### src/rtl/core/oahi_pkg.sv
package oahi_pkg;

   localparam int TABLE_DEPTH = 1024;
   localparam int ADDR_W      = $clog2(TABLE_DEPTH);
   localparam int CNT_W       = ADDR_W + 1;

   // field widths
   localparam int KEY_W    = 31;
   localparam int SIZE_W   = 11;
   localparam int MODE_W   = 2;
   localparam int STATUS_W = 2;
   localparam int SLOT_W   = 10;
   localparam int PROBES_W = 11;

   localparam logic [SIZE_W-1:0] SIZE_MAX = SIZE_W'(TABLE_DEPTH);

   // remainder unit: one dividend bit per cycle
   localparam int DIV_CNT_W = $clog2(KEY_W);
   localparam logic [DIV_CNT_W-1:0] DIV_LAST = DIV_CNT_W'(KEY_W - 1);

   localparam logic [ADDR_W-1:0] LAST_ADDR = ADDR_W'(TABLE_DEPTH - 1);

   typedef enum logic [2:0] {
      S_CLEAR,
      S_IDLE,
      S_SCAN,
      S_SCAN_CHK,
      S_DIV,
      S_PROBE,
      S_PROBE_CHK
   } state_type;

   localparam logic [STATUS_W-1:0] STATUS_DONE  = 2'd0;
   localparam logic [STATUS_W-1:0] STATUS_FULL  = 2'd1;
   localparam logic [STATUS_W-1:0] STATUS_LIMIT = 2'd2;

   localparam logic [MODE_W-1:0] MODE_LINEAR = 2'd0;
   localparam logic [MODE_W-1:0] MODE_QUAD   = 2'd1;
   localparam logic [MODE_W-1:0] MODE_DOUBLE = 2'd2;

   localparam logic OP_INSERT = 1'b0;
   localparam logic OP_CLEAR  = 1'b1;

   localparam logic CSR_TABLE_SIZE = 1'b0;
   localparam logic CSR_PROBE_MODE = 1'b1;

   // (a + b) mod m, with a, b < m
   function automatic logic [ADDR_W-1:0] add_mod(input logic [ADDR_W-1:0] a,
                                                 input logic [ADDR_W-1:0] b,
                                                 input logic [SIZE_W-1:0] m);
      logic [CNT_W-1:0] sum;
      sum = {1'b0, a} + {1'b0, b};
      if (sum >= CNT_W'(m)) begin
         sum = sum - CNT_W'(m);
      end
      return sum[ADDR_W-1:0];
   endfunction

   // (d + 2) mod m, with d < m; m may be 1
   function automatic logic [ADDR_W-1:0] add2_mod(input logic [ADDR_W-1:0] d,
                                                  input logic [SIZE_W-1:0] m);
      logic [CNT_W-1:0] sum;
      sum = {1'b0, d} + CNT_W'(2);
      if (sum >= CNT_W'(m)) begin
         sum = sum - CNT_W'(m);
      end
      if (sum >= CNT_W'(m)) begin
         sum = sum - CNT_W'(m);
      end
      return sum[ADDR_W-1:0];
   endfunction

endpackage

### src/rtl/core/oahi_rem.sv
// Restoring remainder: dividend mod divisor, one bit per cycle.
module oahi_rem import oahi_pkg::*; (
   input  logic                clock,
   input  logic                reset,
   input  logic                start,
   input  logic [KEY_W-1:0]    dividend,
   input  logic [SIZE_W-1:0]   divisor,
   output logic                done,
   output logic [ADDR_W-1:0]   remainder
);

   logic                 busy_ff;
   logic [DIV_CNT_W-1:0] cnt_ff;
   logic                 done_ff;
   logic [KEY_W-1:0]     dvd_ff;
   logic [ADDR_W-1:0]    rem_ff;
   logic [ADDR_W-1:0]    rem_in;
   logic [SIZE_W-1:0]    shifted;

   always_comb begin
      shifted = {rem_ff, dvd_ff[KEY_W-1]};
      if (shifted >= divisor) begin
         rem_in = ADDR_W'(shifted - divisor);
      end else begin
         rem_in = shifted[ADDR_W-1:0];
      end
   end

   always_ff @(posedge clock) begin
      if (reset) begin
         busy_ff <= 1'b0;
         done_ff <= 1'b0;
         cnt_ff  <= '0;
      end else begin
         done_ff <= busy_ff && (cnt_ff == DIV_LAST);
         if (start) begin
            busy_ff <= 1'b1;
            cnt_ff  <= '0;
         end else if (busy_ff) begin
            if (cnt_ff == DIV_LAST) begin
               busy_ff <= 1'b0;
            end
            cnt_ff <= cnt_ff + 1'b1;
         end
      end
   end

   always_ff @(posedge clock) begin
      if (start) begin
         dvd_ff <= dividend;
         rem_ff <= '0;
      end else if (busy_ff) begin
         dvd_ff <= {dvd_ff[KEY_W-2:0], 1'b0};
         rem_ff <= rem_in;
      end
   end

   assign done      = done_ff;
   assign remainder = rem_ff;

endmodule

### src/rtl/core/open_addressing_hash_insert.sv
// Clear item: one slot freed per cycle across the table, then the result strobe.
// Insert item: a scan read and check per occupied low slot passed by the free-slot scan,
//   one for the free slot, the home-slot remainder, a read and check per probe, then the
//   result strobe; full ends at scan. Busy is low from the result cycle on; one item at
//   a time, results cannot be stalled. Reset is synchronous: control registers return to
//   their defaults and a clearing pass over every slot runs with busy high.
module open_addressing_hash_insert import oahi_pkg::*; (
   input  logic                 clock,
   input  logic                 reset,
   input  logic                 start,
   output logic                 busy,
   input  logic                 req_op,
   input  logic [KEY_W-1:0]     req_key,
   input  logic                 csr_we,
   input  logic                 csr_index,
   input  logic [SIZE_W-1:0]    csr_wdata,
   output logic                 rsp_valid,
   output logic [STATUS_W-1:0]  rsp_status,
   output logic [SLOT_W-1:0]    rsp_slot,
   output logic [PROBES_W-1:0]  rsp_probes
);

   // config registers
   logic [SIZE_W-1:0] table_size_ff;
   logic [MODE_W-1:0] probe_mode_ff;
   logic [SIZE_W-1:0] m_eff;

   // sequencer
   state_type         state_ff, state_in;
   logic [ADDR_W-1:0] clr_ff, clr_in;      // clearing pass address
   logic              clr_rsp_ff, clr_rsp_in; // clear came from an item, not reset
   logic [CNT_W-1:0]  low_free_ff, low_free_in; // no free slot below this index
   logic [SIZE_W-1:0] used_count_ff, used_count_in;
   logic [KEY_W-1:0]  key_ff;
   logic              key_load;

   // probe walk
   logic [ADDR_W-1:0] addr_ff, addr_in;    // current probe address
   logic [ADDR_W-1:0] step_ff, step_in;    // distance to next probe, mod m
   logic [CNT_W-1:0]  idx_ff, idx_in;      // probe number

   // result registers
   logic                rsp_valid_ff, rsp_valid_in;
   logic [STATUS_W-1:0] rsp_status_ff, rsp_status_in;
   logic [SLOT_W-1:0]   rsp_slot_ff, rsp_slot_in;
   logic [PROBES_W-1:0] rsp_probes_ff, rsp_probes_in;

   // slot memories
   logic                used_mem [TABLE_DEPTH];
   logic [KEY_W-1:0]    key_mem  [TABLE_DEPTH];
   logic                used_rd_ff;
   logic [ADDR_W-1:0]   mem_raddr;
   logic                mem_we;
   logic [ADDR_W-1:0]   mem_waddr;
   logic                mem_wdata;
   logic                key_we;

   // remainder unit
   logic                div_start;
   logic                div_done;
   logic [ADDR_W-1:0]   div_rem;

   logic accept;

   assign accept = start && (state_ff == S_IDLE);
   assign busy   = (state_ff != S_IDLE);

   // size 0 acts as 1, sizes above the depth saturate
   always_comb begin
      if (table_size_ff == '0) begin
         m_eff = SIZE_W'(1);
      end else if (table_size_ff > SIZE_MAX) begin
         m_eff = SIZE_MAX;
      end else begin
         m_eff = table_size_ff;
      end
   end

   oahi_rem u_rem (
      .clock     (clock),
      .reset     (reset),
      .start     (div_start),
      .dividend  (key_ff),
      .divisor   (m_eff),
      .done      (div_done),
      .remainder (div_rem)
   );

   always_comb begin
      state_in      = state_ff;
      clr_in        = clr_ff;
      clr_rsp_in    = clr_rsp_ff;
      low_free_in   = low_free_ff;
      used_count_in = used_count_ff;
      addr_in       = addr_ff;
      step_in       = step_ff;
      idx_in        = idx_ff;
      key_load      = 1'b0;
      rsp_valid_in  = 1'b0;
      rsp_status_in = STATUS_DONE;
      rsp_slot_in   = '0;
      rsp_probes_in = '0;
      mem_raddr     = addr_ff;
      mem_we        = 1'b0;
      mem_waddr     = addr_ff;
      mem_wdata     = 1'b1;
      key_we        = 1'b0;
      div_start     = 1'b0;

      unique case (state_ff)
         S_CLEAR: begin
            mem_we    = 1'b1;
            mem_waddr = clr_ff;
            mem_wdata = 1'b0;
            clr_in    = clr_ff + 1'b1;
            if (clr_ff == LAST_ADDR) begin
               low_free_in   = '0;
               used_count_in = '0;
               rsp_valid_in  = clr_rsp_ff;
               state_in      = S_IDLE;
            end
         end
         S_IDLE: begin
            if (accept) begin
               key_load = 1'b1;
               if (req_op == OP_CLEAR) begin
                  clr_in     = '0;
                  clr_rsp_in = 1'b1;
                  state_in   = S_CLEAR;
               end else begin
                  state_in = S_SCAN;
               end
            end
         end
         // full test: walk the lowest-free pointer up past occupied slots
         S_SCAN: begin
            mem_raddr = low_free_ff[ADDR_W-1:0];
            if (low_free_ff >= CNT_W'(m_eff)) begin
               rsp_valid_in  = 1'b1;
               rsp_status_in = STATUS_FULL;
               state_in      = S_IDLE;
            end else begin
               state_in = S_SCAN_CHK;
            end
         end
         S_SCAN_CHK: begin
            if (used_rd_ff) begin
               low_free_in = low_free_ff + 1'b1;
               state_in    = S_SCAN;
            end else begin
               div_start = 1'b1;
               state_in  = S_DIV;
            end
         end
         // home slot ready: set up the first probe and the stride
         S_DIV: begin
            if (div_done) begin
               addr_in = div_rem;
               idx_in  = '0;
               case (probe_mode_ff)
                  MODE_QUAD:   step_in = add2_mod('0, m_eff);
                  MODE_DOUBLE: step_in = add_mod(div_rem, ADDR_W'(1), m_eff);
                  default:     step_in = add_mod('0, ADDR_W'(1), m_eff);
               endcase
               state_in = S_PROBE;
            end
         end
         S_PROBE: begin
            mem_raddr = addr_ff;
            state_in  = S_PROBE_CHK;
         end
         S_PROBE_CHK: begin
            if (!used_rd_ff) begin
               mem_we        = 1'b1;
               key_we        = 1'b1;
               used_count_in = used_count_ff + 1'b1;
               rsp_valid_in  = 1'b1;
               rsp_slot_in   = SLOT_W'(addr_ff);
               rsp_probes_in = PROBES_W'(idx_ff);
               state_in      = S_IDLE;
            end else if ((idx_ff + 1'b1) == CNT_W'(m_eff)) begin
               rsp_valid_in  = 1'b1;
               rsp_status_in = STATUS_LIMIT;
               rsp_probes_in = PROBES_W'(m_eff);
               state_in      = S_IDLE;
            end else begin
               // quadratic: gap between probes i and i+1 is 2(i+1)
               addr_in = add_mod(addr_ff, step_ff, m_eff);
               if (probe_mode_ff == MODE_QUAD) begin
                  step_in = add2_mod(step_ff, m_eff);
               end
               idx_in   = idx_ff + 1'b1;
               state_in = S_PROBE;
            end
         end
         default: begin
            state_in = S_IDLE;
         end
      endcase
   end

   always_ff @(posedge clock) begin
      if (reset) begin
         state_ff      <= S_CLEAR;
         clr_ff        <= '0;
         clr_rsp_ff    <= 1'b0;
         low_free_ff   <= '0;
         used_count_ff <= '0;
         rsp_valid_ff  <= 1'b0;
         table_size_ff <= SIZE_MAX;
         probe_mode_ff <= MODE_LINEAR;
      end else begin
         state_ff      <= state_in;
         clr_ff        <= clr_in;
         clr_rsp_ff    <= clr_rsp_in;
         low_free_ff   <= low_free_in;
         used_count_ff <= used_count_in;
         rsp_valid_ff  <= rsp_valid_in;
         if (csr_we) begin
            if (csr_index == CSR_TABLE_SIZE) begin
               table_size_ff <= csr_wdata;
            end else begin
               probe_mode_ff <= csr_wdata[MODE_W-1:0];
            end
         end
      end
   end

   // datapath, no reset
   always_ff @(posedge clock) begin
      addr_ff       <= addr_in;
      step_ff       <= step_in;
      idx_ff        <= idx_in;
      rsp_status_ff <= rsp_status_in;
      rsp_slot_ff   <= rsp_slot_in;
      rsp_probes_ff <= rsp_probes_in;
      if (key_load) begin
         key_ff <= req_key;
      end
   end

   // used bits: one write, one registered read per cycle
   always_ff @(posedge clock) begin
      if (mem_we) begin
         used_mem[mem_waddr] <= mem_wdata;
      end
      used_rd_ff <= used_mem[mem_raddr];
   end

   // stored keys
   always_ff @(posedge clock) begin
      if (key_we) begin
         key_mem[addr_ff] <= key_ff;
      end
   end

   assign rsp_valid  = rsp_valid_ff;
   assign rsp_status = rsp_status_ff;
   assign rsp_slot   = rsp_slot_ff;
   assign rsp_probes = rsp_probes_ff;

endmodule

### config.mk
export PLATFORM = sky130hd
export DESIGN_NAME = open_addressing_hash_insert
export DESIGN_NICKNAME = d
export VERILOG_FILES = /design/src/rtl/core/oahi_pkg.sv /design/src/rtl/core/oahi_rem.sv /design/src/rtl/core/open_addressing_hash_insert.sv
export SDC_FILE = /design/constraint.sdc
export NUM_CORES = 2
export LEC_CHECK = 0
export ABC_AREA = 1
export BUFFER_PORTS_ARGS = -buffer_cell sky130_fd_sc_hd__buf_4
export CORE_MARGIN = 2
export CORE_UTILIZATION = 55
export DETAILED_ROUTE_END_ITERATION = 12
export PLACE_DENSITY = 0.71
export SETUP_SLACK_MARGIN = 0.2
export SLEW_MARGIN = 20
export SYNTH_ARGS = -nofsm -noshare
export SYNTH_HDL_FRONTEND = slang
export SYNTH_SLANG_ARGS = --single-unit
### constraint.sdc
create_clock -name clock -period 13.2 [get_ports clock]
set_input_delay 0 -clock clock [delete_from_list [all_inputs] [get_ports clock]]
set_output_delay 0 -clock clock [all_outputs]
set_load 0.05 [all_outputs]
* Yosys cells after proc, flatten, opt, wreduce, memory -nomap -nowiden
Memories as Yosys holds them, arrays and structs flattened. A register that Yosys moved wholly into a read port is not among the register bits.
Index checks and enable logic that the tools add are counted.
** Word-level totals
- Flip-flop bits (word level) :: 172
- RAM bits :: 1024
- Input bits :: 48
- Output and inout bits :: 25
- Logic and storage cells :: 157
- Memories kept :: 1
** Memories
- used_mem :: depth 1024, width 1, read ports 1, clocked after Yosys merged registers in 1, wr ports 1, line open_addressing_hash_insert.sv:49 : logic used_mem [TABLE_DEPTH];
** Cells by class
- $add $sub $neg :: 15
- $lt $le $gt $ge :: 10
- Eq/ne operators :: 20
- Mux-type cells :: 72
- Bitwise gates (word level) :: 2
- Reduce and logical (&&, ||, !) cells :: 18
** Operators with widths (count)
- 11-bit 2-to-1 mux :: 18
- 10-bit 2-to-1 mux :: 17
- 10-bit one-hot mux with 2 select lines :: 4
- 11-bit greater-or-equal comparator :: 7
- 31-bit 2-to-1 mux :: 2
- 10-bit subtractor :: 5
- 11-bit one-hot mux with 2 select lines :: 2
- 11-bit by 1-bit adder with 11-bit output, second input constant :: 2
- 3-bit one-hot mux with 7 select lines :: 1
- 3-bit 2-to-1 mux :: 6
- 1-bit 2-to-1 mux :: 15
- 2-bit != test, second input constant :: 7
- 3-bit AND reduction :: 4
- 10-bit by 1-bit adder with 11-bit output, second input constant :: 1
- 10-bit by 10-bit adder with 11-bit output :: 1
- 10-bit by 2-bit adder with 11-bit output, second input constant :: 1
- 11-bit equality test :: 1
- 1-bit by 11-bit greater-or-equal comparator with 1-bit output, first input constant :: 1
- 2-bit by 11-bit greater-or-equal comparator with 1-bit output, first input constant :: 1
- 11-bit > comparator, second input constant :: 1
- 11-bit logical NOT :: 1
- 11-bit subtractor :: 1
- 2-bit by 11-bit subtractor with 11-bit output, first input constant :: 1
- 10-bit by 1-bit adder with 10-bit output, second input constant :: 1
- 23 further kinds :: 36

* Longest topological paths before layout
- Word-level depth :: 15
- Mapped depth :: 35
- Gate-level depth less buffers :: 33

* By module
A second synthesis with hierarchy kept.
** Unflattened totals
- Cell total of the unflattened synthesis :: 5847
- Area, all modules :: 57667.8 um2
** By module, submodules not included
- open_addressing_hash_insert :: times used 1, cells each 5498, area an instance 54984.0 um2, seq. area each 33872.5 um2
- oahi_rem :: times used 1, cells each 349, area an instance 2683.8 um2, seq. area each 1271.2 um2

* Worst setup path before layout
OpenSTA, ideal clock, no wires.
- Kind :: reg-to-reg
- Start point :: register state_ff[1]
- End point :: memory used_mem[800] (enable)
- Library setup time :: 299 ps
- Arrival :: 9672 ps
- Required time :: 12901 ps
- Setup slack :: 3229 ps
- Stages on the path, launching flop included :: 9
- Path buffers :: 2
- Clock period less this slack :: 9971 ps
- Path through :: dfxtp_1 > inv_1 > nand2_2 > buf_2 > o21ai_0 > nor2_2 > nand3_1 > clkbuf_1 > nor2_1
** On the way
- Longest elaborated chain between the ends :: 4
- Elaborated cells on any way between the ends :: 6
- Classes of those cells :: 1 x eq/ne; 4 x mux; 1 x reduce/logical
** Ends and longest elaborated chain
- start: declaration :: line open_addressing_hash_insert.sv:29 : state_type state_ff, state_in;
- start signal: assignment :: line open_addressing_hash_insert.sv:213 : state_ff <= state_in;
- 3-bit equality test / 3-bit logical NOT (equally long branches)
- 1-bit one-hot mux with 2 select lines :: line open_addressing_hash_insert.sv:110 : unique case (state_ff)
- 1-bit 2-to-1 mux :: line open_addressing_hash_insert.sv:244 : if (mem_we) begin
- 1-bit 2-to-1 mux (not written as such) :: line open_addressing_hash_insert.sv:245 : used_mem[mem_waddr] <= mem_wdata;
- end: declaration :: line open_addressing_hash_insert.sv:49
Parallel ways exist; a longest one is shown, timed or not.

* Worst setup path in the final report
- Start point :: register table_size_ff[6]
- End point :: register step_ff[4], data pin
** On the way
- Longest elaborated chain between the ends :: 15
- Elaborated cells on any way between the ends :: 35
- Classes of those cells :: 6 x add/sub; 7 x order compare; 21 x mux; 1 x reduce/logical
** Ends and longest elaborated chain
- start: declaration :: line open_addressing_hash_insert.sv:24 : logic [SIZE_W-1:0] table_size_ff;
- start signal: assignment :: line open_addressing_hash_insert.sv:221 : table_size_ff <= csr_wdata;
- 11-bit > comparator :: line open_addressing_hash_insert.sv:72 : end else if (table_size_ff > SIZE_MAX) begin
- 11-bit 2-to-1 mux :: line open_addressing_hash_insert.sv:72
- 11-bit 2-to-1 mux (*) :: line open_addressing_hash_insert.sv:70 : if (table_size_ff == '0) begin
- 11-bit subtractor / 11-bit greater-or-equal comparator (equally long branches) :: line oahi_pkg.sv:65, oahi_pkg.sv:64
- 11-bit 2-to-1 mux :: line oahi_pkg.sv:64 : if (sum >= CNT_W'(m)) begin
- 11-bit 2-to-1 mux :: line open_addressing_hash_insert.sv:189 : if (probe_mode_ff == MODE_QUAD) begin
- 11-bit 2-to-1 mux :: line open_addressing_hash_insert.sv:181 : end else if ((idx_ff + 1'b1) == CNT_W'(m_eff)) begin
- 11-bit 2-to-1 mux :: line open_addressing_hash_insert.sv:173 : if (!used_rd_ff) begin
- 11-bit 2-to-1 mux :: line open_addressing_hash_insert.sv:110
- 10-bit subtractor / 11-bit greater-or-equal comparator (equally long branches) :: line oahi_pkg.sv:68, oahi_pkg.sv:67
- 10-bit 2-to-1 mux :: line oahi_pkg.sv:67 : if (sum >= CNT_W'(m)) begin
- 10-bit 2-to-1 mux :: line open_addressing_hash_insert.sv:189
- 10-bit 2-to-1 mux :: line open_addressing_hash_insert.sv:181
- 10-bit 2-to-1 mux :: line open_addressing_hash_insert.sv:173
- 10-bit one-hot mux with 2 select lines (*) :: line open_addressing_hash_insert.sv:110
- via step_in[4] :: line open_addressing_hash_insert.sv:39 : logic [ADDR_W-1:0] step_ff, step_in;
- end signal: assignment :: line open_addressing_hash_insert.sv:232 : step_ff <= step_in;
- end: declaration :: line open_addressing_hash_insert.sv:39
The timed path passes the listed nets; every way through them passes the cells marked *. The select of a mux whose other input is x is not followed.
A chain may end at the register's enable or synchronous reset.

==> flow_metrics.py <==
metrics = {
    "outcome": {
        "status": "completed",
    },
    "placement": {
        "placedCellCount": 6915,
        "gp_congestion": 0.885,
        "place_hpwl_um": 85200,
        "port-buffer-count": 72,
    },
    "sta": {
        "min_period_ns": 6.17,
        "tns_ns": 0,
        "rsz0062_at_grt": "no",
        "hold_viol": 0,
        "fin_skew_ns": 0.0284,
        "period_share_pct": 46.8,
        "slew_violations": 0,
        "max_clock_freq_mhz": 162,
        "max_slew_margin_pct": 20.6,
        "worstMarginPinSlew_ns": 1.18,
        "finalSetupViolCount": 0,
        "finalHoldWorstSlack_ns": 0.0329,
    },
    "cts": {
        "htreeDepth": 3,
        "root_buffer": "clkbuf_16",
        "clock_sink_count": 1197,
        "cts_made_buffers": 120,
        "post_cts_buffers": 0,
        "clkSlewWorstSetupHoldPaths_ns": 0.06,
        "clk_latency_ns": 0.72,
        "clk_path_buf_depth": 3,
        "cts_tree": "done",
    },
    "finish": {
        "final_cell_mix": "nor2_1 (1472), edfxtp_1 (1117), nand2_1 (604)",
        "fin_nets": 5891,
        "layout_commonest_cell": "nor2_1",
        "fin_cells": 7230,
        "drive_gt1_share_pct": 7.30,
        "nFillCells": 8549,
        "syn_to_final_growth_pct": 10.8,
    },
    "drt": {
        "vias_per_cell": 6.05,
        "wirelength_um": 165000,
        "vias": 43757,
        "drtPass1Iterations": 6,
        "first_iter_violations": 6251,
        "drc": 0,
        "antenna_left": 0,
        "wire_per_inst_um": 22.8,
    },
    "floorplanning": {
        "dieArea_um2": 107000,
        "io_pins": 73,
        "core-area_um2": 103000,
        "rows": 118,
        "die_x_um": 327,
        "initial_utilization_pct": 55.4,
        "die_h_um": 327,
    },
    "setup_path": {
        "cp.required_ns": 13.64,
        "crit_fanout": 13,
        "cpPeakStageDelay_ns": 0.51,
        "worst-path-buf-inv": 2,
        "end_kind": "register",
        "worstSetupStartpointType": "register",
        "cp_common_cell": "nand2_1",
        "path_class": "reg2reg",
        "path_delay_family": "compound AO/OA/AOI/OAI gates",
        "cp.arrival_ns": 6.62,
        "crit_path_top_delay_cell": "a221oi_4",
    },
    "logic_synthesis": {
        "yosysWarningCount": 0,
        "syn_inst": 5832,
        "synthSimpleGateAreaFrac_pct": 17.7,
        "synth.mux.area_fraction_pct": 0,
        "async_flop_share_pct": 0,
        "synthFlopType": "edfxtp_1",
        "ys_ff_latch": 1197,
        "synth_top_family_by_area": "simple AND/OR/NAND/NOR gates",
        "avgSynthCellArea_um2": 9.83,
        "synth_compound_area_share_pct": 12.5,
        "synth_fa_ha_area_share_pct": 2.25,
        "synth-edff-count": 1117,
        "synth_area_um2": 57400,
        "synth_cell_types": 55,
        "synth_xor_area_share_pct": 1.22,
        "syn_nets": 5979,
        "seq_area_frac_synth_pct": 61.3,
    },
    "min_path": {
        "hold_path.class": "in2reg",
    },
    "global_route": {
        "grt_pass1_vias": 41655,
        "grt_pass1_wl_um": 246000,
        "groute.usage.overall_pct": 30.1,
        "antenna_found_initial": 0,
        "grt-ovfl-total": 0,
        "grt_start_max_net_pins": 298,
    },
    "power_and_ir_drop": {
        "p_int_mw": 6.25,
        "peakVddDrop_uv": 97.3,
        "seqPwrFrac_pct": 51.7,
        "p_per_area_nw_per_um2": 125,
        "combPwrFrac_pct": 4.4,
        "p_leak_nw": 21.7,
        "clkPwrFrac_pct": 43.9,
        "switchingPower_mw": 1.70,
        "power_mw": 7.95,
        "p_sw_share_pct": 21.4,
    },
    "run": {
        "max-cap-violations": 0,
    },
}
[flip-flops by register name, summed over array words and instances (netlist names), 3 cells and up]
name,count
idx_ff,11
rsp_probes,11
step_ff,10
used_mem,1024
state_ff,3
u_rem.dvd_ff,31
addr_ff,10
rsp_slot,10
low_free_ff,11
table_size_ff,11
u_rem.remainder,10
key_ff,31
u_rem.cnt_ff,5
clr_ff,10
[metal layers]
layer	wire length [µm]	vias up	share of wire, %	global-route usage [%]
li1	-	19974	-	-
met1	64700	21197	39	40.9
met2	77000	2197	47	49.1
met3	16700	389	10	4.65
met4	6430	0	3.9	11.9
met5	0	-	0	0
[cells in the mapped netlist (all sizes together), types with 23 or more instances]
cell	n	area share (%)
o21ai	649	5.7
nand3	318	2.8
ha	92	2.0
a21oi	109	0.96
o22ai	95	1.0
o21bai	171	2.3
nor2	1482	9.8
o211ai	151	2.0
inv	268	1.8
nand2	644	4.3
xor2	60	0.92
nand4	23	0.29
nor3	40	0.36
buf	186	1.5
clkbuf	260	1.7
edfxtp	1117	58
dfxtp	80	2.8
[repair_timing]
action,in CTS,in global routing
hold buffers,86,0
gates resized for setup,0,0
hold endpoints to repair,91,0
[power by group through the flow]
stage / sequential, mW / clock (mW) / combinational [mW]
2_1_floorplan: 4.19 / 0 / 0.223
3_5_place_dp: 4.19 / 0 / 0.323
5_1_grt: 4.11 / 3.65 / 0.387
4_1_cts: 4.11 / 3.51 / 0.345
3_3_place_gp: 4.19 / 0 / 0.324
6_report: 4.11 / 3.49 / 0.352
[cell families after synthesis]
family	after synthesis
AOI/OAI and AO/OA	1212
and+or+nand+nor	2528
xor gates and xnor gates	80
adders and majority gates	99
buffers and inverters	716
DFF	1197
[layout make-up]
| type | count | area (µm²) | area share (%) |
|---|---|---|---|
| diodes | 1 | 2.50 | 0.00394 |
| clock buffers | 144 | 3230 | 5.08 |
| clock inverters | 83 | 787 | 1.24 |
| inverters | 270 | 1030 | 1.62 |
| multi-input cells | 3919 | 19600 | 30.8 |
| flip-flops and latches | 1197 | 35100 | 55.3 |
| well taps | 1380 | 1730 | 2.72 |
| repair buffers | 236 | 2070 | 3.26 |
[stage by stage]
stage                     area, µm²  setup slack [ns]  utilization [%]
after floorplan               57400              3.23                -
after global placement        58600              7.11             56.6
after detailed placement      58600              7.17             56.6
after CTS                     63500              7.13             61.3
after global routing          63500              6.44             61.4
final                         63500              7.03             61.4
[worst paths after layout]
check,startpoint,to,slack [ns],depth (start not counted)
min reg2reg,clr_ff[8],clr_ff[8],0.48,1
max,table_size_ff[6],step_ff[4],7.03,31
max reg2reg,table_size_ff[6],step_ff[4],7.03,31
min,req_key[27],key_ff[27],0.03,2
No activity file was read; power rests on OpenSTA's default activity.
